## src/hdl/assert_macros.svh

```systemverilog
// Assertion macros shared by the allocator modules.
// No dependencies.
`ifndef ASSERT_MACROS_SVH
`define ASSERT_MACROS_SVH

// Implication checked every clock edge outside reset
`define ASSERT_IMPL(label, clk, rst_n, cond, msg) \
    label: assert property (@(posedge clk) disable iff (!rst_n) (cond)) else $error(msg);

// Condition must hold at every clock edge outside reset
`define ASSERT_ALWAYS(label, clk, rst_n, cond, msg) \
    label: assert property (@(posedge clk) disable iff (!rst_n) (cond)) else $error(msg);

`endif

```

## src/hdl/cfa_pkg.sv

```systemverilog
// Shared types and constants for the contiguous fit allocator.
// No dependencies.
`timescale 1ns / 1ps

package cfa_pkg;

    localparam int MAX_REGIONS = 16;
    localparam int ADDR_BITS   = 20;
    localparam int IDX_BITS    = $clog2(MAX_REGIONS);
    localparam int CNT_BITS    = $clog2(MAX_REGIONS + 1);
    localparam int SIZE_BITS   = ADDR_BITS + 1;
    localparam int ID_BITS     = 16;

    typedef logic [ADDR_BITS-1:0] addr_t;
    typedef logic [SIZE_BITS-1:0] size_t;
    typedef logic [IDX_BITS-1:0]  idx_t;
    typedef logic [CNT_BITS-1:0]  cnt_t;
    typedef logic [ID_BITS-1:0]   id_t;

    localparam logic [1:0] REQ_ALLOC   = 2'd0;
    localparam logic [1:0] REQ_RELEASE = 2'd1;
    localparam logic [1:0] REQ_COMPACT = 2'd2;

    localparam logic [1:0] FIT_FIRST = 2'd0;
    localparam logic [1:0] FIT_BEST  = 2'd1;
    localparam logic [1:0] FIT_WORST = 2'd2;

    localparam logic [2:0] ST_OK       = 3'd0;
    localparam logic [2:0] ST_NOFIT    = 3'd1;
    localparam logic [2:0] ST_DUP      = 3'd2;
    localparam logic [2:0] ST_NOTFOUND = 3'd3;
    localparam logic [2:0] ST_FULL     = 3'd4;

    typedef enum logic [2:0] {
        S_IDLE,
        S_SEARCH,
        S_DECIDE,
        S_SCAN,
        S_SHIFT,
        S_COMMIT,
        S_OUT
    } state_t;

    // Controller to datapath
    typedef struct packed {
        logic load;       // capture input item, clear walk index
        logic search_step;// examine entry at idx for owner match
        logic scan_step;  // examine hole before idx
        logic shift_step; // move one entry (insert or remove)
        logic commit;     // write new entry / finish
        logic step_compact;
    } cmd_t;

    // Datapath to controller
    typedef struct packed {
        logic search_done;
        logic found;
        logic ok;         // no denial recorded so far
        logic scan_done;
        logic shift_done;
        logic [1:0] req_type;
    } stat_t;

endpackage

```

## src/hdl/cfa_ctrl.sv

```systemverilog
// Controller state machine for the contiguous fit allocator.
// Depends on cfa_pkg and assert_macros.svh.
`timescale 1ns / 1ps
`include "assert_macros.svh"

module cfa_ctrl (
    input  logic              clk,
    input  logic              rst_n,
    input  logic              in_valid,
    output logic              in_stall,
    output logic              out_valid,
    input  logic              out_stall,
    input  cfa_pkg::stat_t    stat,
    output cfa_pkg::cmd_t     cmd
);

    cfa_pkg::state_t state_reg, state_next;

    // State register
    always_ff @(posedge clk or negedge rst_n)
    begin
        if (!rst_n)
        begin
            state_reg <= cfa_pkg::S_IDLE;
        end
        else
        begin
            state_reg <= state_next;
        end
    end

    // Next state and commands
    always_comb
    begin
        state_next = state_reg;
        cmd        = '0;
        in_stall   = 1'b1;
        out_valid  = 1'b0;
        case (state_reg)
            cfa_pkg::S_IDLE:
            begin
                in_stall = 1'b0;
                if (in_valid)
                begin
                    cmd.load   = 1'b1;
                    state_next = cfa_pkg::S_SEARCH;
                end
            end
            cfa_pkg::S_SEARCH:
            begin
                // owner lookup; compaction reuses the walk
                if (stat.req_type == cfa_pkg::REQ_COMPACT)
                begin
                    cmd.step_compact = 1'b1;
                    if (stat.search_done)
                        state_next = cfa_pkg::S_OUT;
                end
                else if (stat.req_type != cfa_pkg::REQ_ALLOC
                         && stat.req_type != cfa_pkg::REQ_RELEASE)
                begin
                    state_next = cfa_pkg::S_OUT;
                end
                else
                begin
                    cmd.search_step = 1'b1;
                    if (stat.search_done)
                        state_next = cfa_pkg::S_DECIDE;
                end
            end
            cfa_pkg::S_DECIDE:
            begin
                if (stat.req_type == cfa_pkg::REQ_RELEASE)
                    state_next = stat.found ? cfa_pkg::S_SHIFT : cfa_pkg::S_OUT;
                else
                    state_next = stat.ok ? cfa_pkg::S_SCAN : cfa_pkg::S_OUT;
            end
            cfa_pkg::S_SCAN:
            begin
                cmd.scan_step = 1'b1;
                if (stat.scan_done)
                    state_next = stat.found ? cfa_pkg::S_SHIFT : cfa_pkg::S_OUT;
            end
            cfa_pkg::S_SHIFT:
            begin
                cmd.shift_step = 1'b1;
                if (stat.shift_done)
                    state_next = cfa_pkg::S_COMMIT;
            end
            cfa_pkg::S_COMMIT:
            begin
                cmd.commit = 1'b1;
                state_next = cfa_pkg::S_OUT;
            end
            cfa_pkg::S_OUT:
            begin
                out_valid = 1'b1;
                if (!out_stall)
                    state_next = cfa_pkg::S_IDLE;
            end
            default:
            begin
                state_next = cfa_pkg::S_IDLE;
            end
        endcase
    end

    `ASSERT_IMPL(a_out_only_in_out, clk, rst_n,
        !out_valid || state_reg == cfa_pkg::S_OUT, "result shown outside output state")
    `ASSERT_IMPL(a_no_accept_busy, clk, rst_n,
        in_stall || state_reg == cfa_pkg::S_IDLE, "input taken while busy")
    `ASSERT_IMPL(a_load_idle, clk, rst_n,
        !cmd.load || state_reg == cfa_pkg::S_IDLE, "load outside idle")

endmodule

```

## src/hdl/cfa_datapath.sv

```systemverilog
// Datapath for the contiguous fit allocator: region table, hole scan, shifter.
// Depends on cfa_pkg and assert_macros.svh.
`timescale 1ns / 1ps
`include "assert_macros.svh"

module cfa_datapath (
    input  logic                          clk,
    input  logic                          rst_n,
    input  cfa_pkg::cmd_t                 cmd,
    output cfa_pkg::stat_t                stat,
    input  logic                          cfg_we,
    input  logic [cfa_pkg::SIZE_BITS-1:0] cfg_data,
    input  logic [1:0]                    req_type,
    input  logic [cfa_pkg::ID_BITS-1:0]   owner_id,
    input  logic [cfa_pkg::SIZE_BITS-1:0] alloc_size,
    input  logic [1:0]                    fit_mode,
    output logic [2:0]                    status,
    output logic [cfa_pkg::ADDR_BITS-1:0] granted_base,
    output logic [cfa_pkg::CNT_BITS-1:0]  regions_in_use
);

    localparam int N = cfa_pkg::MAX_REGIONS;
    localparam int SB = cfa_pkg::SIZE_BITS;
    localparam logic [SB-1:0] SPAN = SB'(1) << cfa_pkg::ADDR_BITS;

    // Region table (flip-flops, walked one entry per cycle)
    cfa_pkg::id_t   owner_reg [N];
    cfa_pkg::addr_t base_reg  [N];
    cfa_pkg::addr_t last_reg  [N];
    cfa_pkg::cnt_t  count_reg;
    logic [SB-1:0]  msize_reg;

    logic [1:0]         type_reg;
    cfa_pkg::id_t       id_reg;
    logic [SB-1:0]      size_reg;
    logic [1:0]         mode_reg;
    cfa_pkg::cnt_t      walk_reg;
    cfa_pkg::cnt_t      pick_reg;
    logic               found_reg;
    logic [SB-1:0]      best_reg;
    logic [SB-1:0]      next_reg;   // compaction fill pointer
    logic [2:0]         status_reg;
    cfa_pkg::addr_t     gbase_reg;

    cfa_pkg::idx_t  wi;
    logic [SB-1:0]  eff_size;
    logic [SB-1:0]  h_start;
    logic [SB-1:0]  h_end;
    logic [SB-1:0]  h_len;
    logic           h_take;
    logic [SB-1:0]  c_len;
    cfa_pkg::idx_t  pi;
    logic [SB-1:0]  new_start;

    assign wi       = walk_reg[cfa_pkg::IDX_BITS-1:0];
    assign pi       = pick_reg[cfa_pkg::IDX_BITS-1:0];
    assign eff_size = (msize_reg < SPAN) ? msize_reg : SPAN;

    // Hole before slot walk_reg
    always_comb
    begin
        h_start = (walk_reg == '0) ? '0
                : {1'b0, last_reg[cfa_pkg::IDX_BITS'(walk_reg - 1'b1)]} + SB'(1);
        h_end   = (walk_reg < count_reg) ? {1'b0, base_reg[wi]} : eff_size;
        h_len   = (h_end > h_start) ? h_end - h_start : '0;
        h_take  = (h_len >= size_reg) && (!found_reg
                  || (mode_reg == cfa_pkg::FIT_BEST && h_len < best_reg)
                  || (mode_reg == cfa_pkg::FIT_WORST && h_len > best_reg));
        c_len   = {1'b0, last_reg[wi]} - {1'b0, base_reg[wi]} + SB'(1);
        new_start = (pick_reg == '0) ? '0
                  : {1'b0, last_reg[cfa_pkg::IDX_BITS'(pick_reg - 1'b1)]} + SB'(1);
    end

    always_comb
    begin
        stat.req_type    = type_reg;
        // a hole taken in this scan cycle counts at once
        stat.found       = found_reg || (cmd.scan_step && h_take);
        stat.ok          = (status_reg == cfa_pkg::ST_OK);
        stat.search_done = (walk_reg >= count_reg)
                           || (cmd.search_step && id_reg == owner_reg[wi]);
        stat.scan_done   = (walk_reg >= count_reg)
                           || (h_take && mode_reg == cfa_pkg::FIT_FIRST);
        stat.shift_done  = (type_reg == cfa_pkg::REQ_RELEASE)
                           ? (walk_reg + 1'b1 >= count_reg)
                           : (walk_reg <= pick_reg);
    end

    // Control registers
    always_ff @(posedge clk or negedge rst_n)
    begin
        if (!rst_n)
        begin
            count_reg <= '0;
            msize_reg <= SPAN;
        end
        else
        begin
            if (cfg_we)
                msize_reg <= cfg_data;
            if (cmd.commit)
            begin
                if (type_reg == cfa_pkg::REQ_RELEASE)
                    count_reg <= count_reg - 1'b1;
                else
                    count_reg <= count_reg + 1'b1;
            end
        end
    end

    // Walk, decisions and table updates
    always_ff @(posedge clk)
    begin
        if (cmd.load)
        begin
            type_reg   <= req_type;
            id_reg     <= owner_id;
            size_reg   <= alloc_size;
            mode_reg   <= fit_mode;
            walk_reg   <= '0;
            found_reg  <= 1'b0;
            next_reg   <= '0;
            status_reg <= cfa_pkg::ST_OK;
            gbase_reg  <= '0;
        end
        if (cmd.step_compact && walk_reg < count_reg)
        begin
            base_reg[wi] <= next_reg[cfa_pkg::ADDR_BITS-1:0];
            last_reg[wi] <= cfa_pkg::ADDR_BITS'(next_reg + c_len - SB'(1));
            next_reg     <= next_reg + c_len;
            walk_reg     <= walk_reg + 1'b1;
        end
        if (cmd.search_step)
        begin
            if (walk_reg < count_reg && id_reg == owner_reg[wi])
            begin
                pick_reg <= walk_reg;
            end
            else if (walk_reg < count_reg)
            begin
                walk_reg <= walk_reg + 1'b1;
            end
            if (stat.search_done)
            begin
                // decide what the lookup means for this command
                if (type_reg == cfa_pkg::REQ_RELEASE)
                begin
                    found_reg  <= walk_reg < count_reg;
                    status_reg <= (walk_reg < count_reg) ? cfa_pkg::ST_OK
                                                         : cfa_pkg::ST_NOTFOUND;
                end
                else if (walk_reg < count_reg)
                begin
                    status_reg <= cfa_pkg::ST_DUP;
                end
                else if (count_reg >= cfa_pkg::CNT_BITS'(N))
                begin
                    status_reg <= cfa_pkg::ST_FULL;
                end
                else if (size_reg == '0 || mode_reg > cfa_pkg::FIT_WORST)
                begin
                    status_reg <= cfa_pkg::ST_NOFIT;
                end
                else
                begin
                    walk_reg <= '0;   // hole scan starts at the lowest hole
                end
            end
        end
        if (cmd.scan_step)
        begin
            if (h_take)
            begin
                found_reg <= 1'b1;
                best_reg  <= h_len;
                pick_reg  <= walk_reg;
            end
            if (stat.scan_done)
            begin
                walk_reg <= count_reg;
                if (!(found_reg || h_take))
                    status_reg <= cfa_pkg::ST_NOFIT;
            end
            else
            begin
                walk_reg <= walk_reg + 1'b1;
            end
        end
        if (cmd.shift_step)
        begin
            if (type_reg == cfa_pkg::REQ_RELEASE)
            begin
                if (walk_reg + 1'b1 < count_reg)
                begin
                    owner_reg[wi] <= owner_reg[cfa_pkg::IDX_BITS'(walk_reg + 1'b1)];
                    base_reg[wi]  <= base_reg[cfa_pkg::IDX_BITS'(walk_reg + 1'b1)];
                    last_reg[wi]  <= last_reg[cfa_pkg::IDX_BITS'(walk_reg + 1'b1)];
                    walk_reg      <= walk_reg + 1'b1;
                end
            end
            else if (walk_reg > pick_reg)
            begin
                owner_reg[wi] <= owner_reg[cfa_pkg::IDX_BITS'(walk_reg - 1'b1)];
                base_reg[wi]  <= base_reg[cfa_pkg::IDX_BITS'(walk_reg - 1'b1)];
                last_reg[wi]  <= last_reg[cfa_pkg::IDX_BITS'(walk_reg - 1'b1)];
                walk_reg      <= walk_reg - 1'b1;
            end
        end
        if (cmd.commit && type_reg != cfa_pkg::REQ_RELEASE)
        begin
            owner_reg[pi] <= id_reg;
            base_reg[pi]  <= new_start[cfa_pkg::ADDR_BITS-1:0];
            last_reg[pi]  <= cfa_pkg::ADDR_BITS'(new_start + size_reg - SB'(1));
            gbase_reg     <= new_start[cfa_pkg::ADDR_BITS-1:0];
        end
    end

    assign status         = status_reg;
    assign granted_base   = gbase_reg;
    assign regions_in_use = count_reg;

    `ASSERT_ALWAYS(a_count_range, clk, rst_n,
        count_reg <= cfa_pkg::CNT_BITS'(N), "region count beyond table depth")
    `ASSERT_IMPL(a_commit_ok, clk, rst_n,
        !cmd.commit || status_reg == cfa_pkg::ST_OK, "table change on a denied item")
    `ASSERT_IMPL(a_release_nonempty, clk, rst_n,
        !(cmd.commit && type_reg == cfa_pkg::REQ_RELEASE) || count_reg != '0,
        "release with empty table")

endmodule

```

## src/hdl/contiguous_fit_allocator.sv

```systemverilog
// Top level of the contiguous fit allocator: controller plus datapath.
// Depends on cfa_pkg, cfa_ctrl and cfa_datapath.
`timescale 1ns / 1ps

// One item is handled at a time. A request first walks the table for a
// duplicate owner (one entry per cycle), then scans the holes in address
// order (one hole per cycle), then moves the entries above the insertion
// point up one slot a cycle; a release searches and then closes the gap one
// entry a cycle; a compaction rewrites one entry a cycle. The result is
// held on the output until transferred; the next item is taken in the
// cycle after that.
module contiguous_fit_allocator (
    input  logic                          clk,
    input  logic                          rst_n,
    input  logic                          cfg_we,
    input  logic [cfa_pkg::SIZE_BITS-1:0] cfg_data,
    input  logic                          in_valid,
    output logic                          in_stall,
    input  logic [1:0]                    req_type,
    input  logic [cfa_pkg::ID_BITS-1:0]   owner_id,
    input  logic [cfa_pkg::SIZE_BITS-1:0] alloc_size,
    input  logic [1:0]                    fit_mode,
    output logic                          out_valid,
    input  logic                          out_stall,
    output logic [2:0]                    status,
    output logic [cfa_pkg::ADDR_BITS-1:0] granted_base,
    output logic [cfa_pkg::CNT_BITS-1:0]  regions_in_use
);

    cfa_pkg::cmd_t  cmd;
    cfa_pkg::stat_t stat;

    cfa_ctrl u_ctrl (
        .clk       (clk),
        .rst_n     (rst_n),
        .in_valid  (in_valid),
        .in_stall  (in_stall),
        .out_valid (out_valid),
        .out_stall (out_stall),
        .stat      (stat),
        .cmd       (cmd)
    );

    cfa_datapath u_dp (
        .clk            (clk),
        .rst_n          (rst_n),
        .cmd            (cmd),
        .stat           (stat),
        .cfg_we         (cfg_we),
        .cfg_data       (cfg_data),
        .req_type       (req_type),
        .owner_id       (owner_id),
        .alloc_size     (alloc_size),
        .fit_mode       (fit_mode),
        .status         (status),
        .granted_base   (granted_base),
        .regions_in_use (regions_in_use)
    );

endmodule
```

## config.mk

```make
export PLATFORM = sky130hd
export DESIGN_NAME = contiguous_fit_allocator
export DESIGN_NICKNAME = d
export VERILOG_FILES = /design/src/hdl/cfa_pkg.sv /design/src/hdl/cfa_ctrl.sv /design/src/hdl/cfa_datapath.sv /design/src/hdl/contiguous_fit_allocator.sv
export VERILOG_INCLUDE_DIRS = /design/src /design/src/hdl
export SDC_FILE = /design/constraint.sdc
export NUM_CORES = 2
export LEC_CHECK = 0
export BUFFER_PORTS_ARGS = -buffer_cell sky130_fd_sc_hd__clkbuf_2
export CORE_ASPECT_RATIO = 0.6
export CORE_MARGIN = 2
export CORE_UTILIZATION = 50
export CTS_BUF_LIST = sky130_fd_sc_hd__clkbuf_2 sky130_fd_sc_hd__clkbuf_4 sky130_fd_sc_hd__clkbuf_8
export DETAILED_ROUTE_END_ITERATION = 8
export PLACE_DENSITY = 0.66
export RECOVER_POWER = 50
export SLEW_MARGIN = 15
export SYNTH_ARGS = -nofsm -noshare
export SYNTH_HDL_FRONTEND = slang
export SYNTH_SLANG_ARGS = --single-unit
```

## constraint.sdc

```tcl
create_clock -name clk -period 11 [get_ports clk]
set_input_delay 0.55 -clock clk [delete_from_list [all_inputs] [get_ports clk]]
set_output_delay 0.55 -clock clk [all_outputs]
set_load 0.02 [all_outputs]
```

==> impl_metrics.csv <==
group,metric,value,unit
outcome,status,"complete, but fails checks",
outcome,violations,"max-capacitance violations, max-slew violations",
timing,min_period,10.07,ns
clock_network,cts.sinks,1041,
clock_network,cts_max_path_buffers,3,
global_routing,grt_max_degree,125,
final_layout,finalNetCount,4767,
synthesis,synth_seq_area_share,0.489,
worst_hold_path,min_path_type,"input port to flip-flop",
die,ios,97,
worst_hold_path,hold_start,"out_stall",
place,dp_slack,1.89,ns
place,io_buffers,96,
critical_path,crit_family,"buffers and inverters",
synthesis,ys_warn_count,0,
synthesis,synth_edf_count,998,
final_layout,drive_above_1_share,0.259,
detailed_routing,drt.antenna.violating_nets,0,
timing,finalWorstSetupSlack,0.927,ns
run,cap_violations,38,
critical_path,cp-start-kind,"flip-flop",
final_layout,area_delta_synth_final,9.97,%
clock_network,clk_latency,0.92,ns
die,num_rows,101,
critical_path,cpPeakStageDelay,1.86,ns
final_layout,finish.utilization,0.552,
synthesis,synth_fp_nets,4638,
timing,fmax,99.3,MHz
critical_path,worstSetupEndpointType,"flip-flop",
synthesis,yosysUniqueCellTypes,84,
critical_path,cp_cell_sequence,"buf_4 -> buf_4 -> nand3_1 -> xor2_1 -> clkinvlp_2 -> ha_1 -> o21a_1 -> o21ai_0 -> nand2_1 -> nor2_2 -> clkbuf_1 -> nor3_1 -> a21o_1 -> nor2_1 -> buf_4",
detailed_routing,drtIter0Drc,7522,
timing,grt_setup_unrepaired,"no",
critical_path,rr_endpoint,"u_dp.last_reg[3][16]",
timing,hold_violations,0,
synthesis,synth.cell_area,0.0633,mm²
clock_network,cts-htree-levels,4,
detailed_routing,wl_per_cell,33.5,µm
synthesis,synth_area_per_cell,14.4,µm²
detailed_routing,first_pass_iters,9,
global_routing,overflow,0,
detailed_routing,avgViaCountPerCell,7.04,
synthesis,ys_ff_latch,1041,
critical_path,slowest_stage,"nor2_1",
worst_hold_path,hold_path_depth,5,
clock_network,cts_buffers,159,
global_routing,grt_pass1_wl,305000,µm
global_routing,antenna_found_initial,9,
synthesis,synthCells,4399,
timing,fin_tns_setup,0,ns
clock_network,post_cts_buffers,0,
synthesis,async_reset_ff_frac,0.0279,
global_routing,grt_pass1_vias,41800,
critical_path,arrival,10.59,ns
detailed_routing,vias,44800,
timing,fin_skew,0.0510,ns
critical_path,crit_required,11.52,ns
timing,hold_slack,0.281,ns
die,dieHeight,280,µm
detailed_routing,drc_errors,0,
timing,relSlewSlack,-1.38,
timing,worst_pin_slew,3.57,ns
die,die-area,0.130,mm²
synthesis,synth_ff_type,"edfxtp_1",
critical_path,rrSetupSlack,0.93,ns
die,start_util,0.502,
timing,finalCritPeriodShare,0.916,
clock_network,cts.reportedPaths.clkPinSlew,0.07,ns
place,dp_hpwl,140000,µm
die,die_x,463,µm
critical_path,worst-path-buf-inv,5,
worst_hold_path,hold_path_end,"u_ctrl.state_reg[2]",
die,fp.coreArea,0.126,mm²
critical_path,critical_path_class,"flip-flop to flip-flop",
clock_network,ctsRootBufferMaster,"clkbuf_8",
place,gp_congestion,1.03,
clock_network,tritoncts,"built",
critical_path,critPathMaxFanout,46,
critical_path,r2r_cells,15,
detailed_routing,wl,213000,µm
timing,finalSetupViolations,0,
critical_path,r2r_start,"u_dp.walk_reg[0]",
global_routing,grt_usage,0.329,
critical_path,cpMostUsedCell,"buf_4",
timing,report.final.slew_viol_count,788,
-- synth_stat cells (11+ instances only) --
cell | instances | area [µm²]
xnor2_1 | 91 | 797
dfrtp_1 | 28 | 701
a31oi_1 | 41 | 257
o21ai_0 | 108 | 541
o211ai_1 | 42 | 315
buf_4 | 33 | 248
a21o_1 | 38 | 285
a211oi_1 | 192 | 1440
mux4_2 | 658 | 14800
a21oi_1 | 180 | 901
edfxtp_1 | 998 | 30000
and3_1 | 20 | 125
nand4_1 | 24 | 150
nand2b_1 | 14 | 87.6
nand3b_1 | 24 | 180
buf_2 | 83 | 415
o21a_1 | 18 | 135
nor2_1 | 291 | 1090
clkbuf_1 | 167 | 627
mux2_2 | 78 | 878
inv_1 | 193 | 724
mux2i_1 | 215 | 2150
dfxtp_1 | 14 | 280
or2_2 | 12 | 75.1
buf_1 | 23 | 86.3
xor2_1 | 46 | 403
and2_1 | 19 | 119
nor2b_1 | 42 | 263
fa_1 | 22 | 440
ha_1 | 150 | 1880
nor3_1 | 58 | 290
o31ai_1 | 11 | 82.6
nand3_1 | 48 | 240
nand2_1 | 273 | 1020
nor4_1 | 11 | 68.8
-- tightest hold or removal path: stages --
cell	delay, ns
clkbuf_2	0.07
a2bb2oi_1	0.11
o211ai_1	0.18
inv_1	0.07
a31oi_1	0.15
-- metal layers --
layer / global-route usage / wire (µm)
met5: 0.0111 / 301
met2: 0.426 / 84500
met4: 0.0889 / 5340
met1: 0.500 / 86700
met3: 0.140 / 36300
-- metrics by stage --
| step | instances | instance area (µm²) |
|---|---|---|
| 3_5_place_dp | 6002 | 65900 |
| 3_3_place_gp | 6002 | 65900 |
| 2_1_floorplan | 4399 | 63300 |
| 4_1_cts | 6353 | 69900 |
| 6_report | 6357 | 69600 |
| 5_1_grt | 6355 | 69600 |
-- layout by cell type (no fill, tap or decap), drive strengths merged, types with 14 or more instances in the layout --
cell type / n
a211oi: 195
a21o: 38
a21oi: 180
a31oi: 42
and2: 20
and3: 20
buf: 105
bufinv: 14
clkbuf: 323
clkinv: 56
dfrtp: 28
dfxtp: 14
dlygate4sd3: 63
edfxtp: 998
fa: 22
ha: 150
inv: 202
mux2: 78
mux2i: 215
mux4: 658
nand2: 273
nand2b: 14
nand3: 48
nand3b: 24
nand4: 24
nor2: 291
nor2b: 42
nor3: 59
o211ai: 42
o21a: 18
o21ai: 111
xnor2: 92
xor2: 48
-- final cells by class --
class	instances	area, µm²
Inverter	199	753
Antenna cell	3	7.51
Tap cell	1699	2130
Clock buffer	208	2590
Clock inverter	80	762
Fill cell	10100	56400
Multi-Input combinational cell	2844	30300
Sequential cell	1041	31000
Timing Repair Buffer	283	2100
-- timing repair --
item                                   CTS  global route
resized for setup                        0             0
hold buffers                            63             0
endpoints found under the hold margin   90             0
-- worst max path at each step --
stage / startpoint / end / slack (ns) / cells past startpoint
6_report: u_dp.walk_reg[0] / u_dp.last_reg[3][16] / 0.93 / 15
5_1_grt: u_dp.walk_reg[0] / u_dp.last_reg[3][16] / 0.69 / 15
4_1_cts: u_dp.walk_reg[1] / u_dp.walk_reg[1] / 1.82 / 33
3_5_place_dp: u_dp.walk_reg[1] / u_dp.walk_reg[1] / 1.89 / 32
3_3_place_gp: u_dp.walk_reg[1] / u_dp.walk_reg[1] / 1.97 / 33
2_1_floorplan: u_dp.walk_reg[1] / u_dp.pick_reg[2] / 1.18 / 41
-- logic make-up after synthesis --
logic type | after synthesis | share of synthesized area
flip-flops | 1041 | 0.489
multiplexers | 951 | 0.282
AND/OR/NAND/NOR | 869 | 0.0627
AO/OA/AOI/OAI | 712 | 0.0741
buffers and inverters | 514 | 0.0353
adder cells (fa/ha/maj) | 172 | 0.0366
XOR/XNOR | 140 | 0.0197
Power is left out: the tool's default activity adds up to more than one toggle a clock period on the data nets, which glitch-free logic cannot reach.
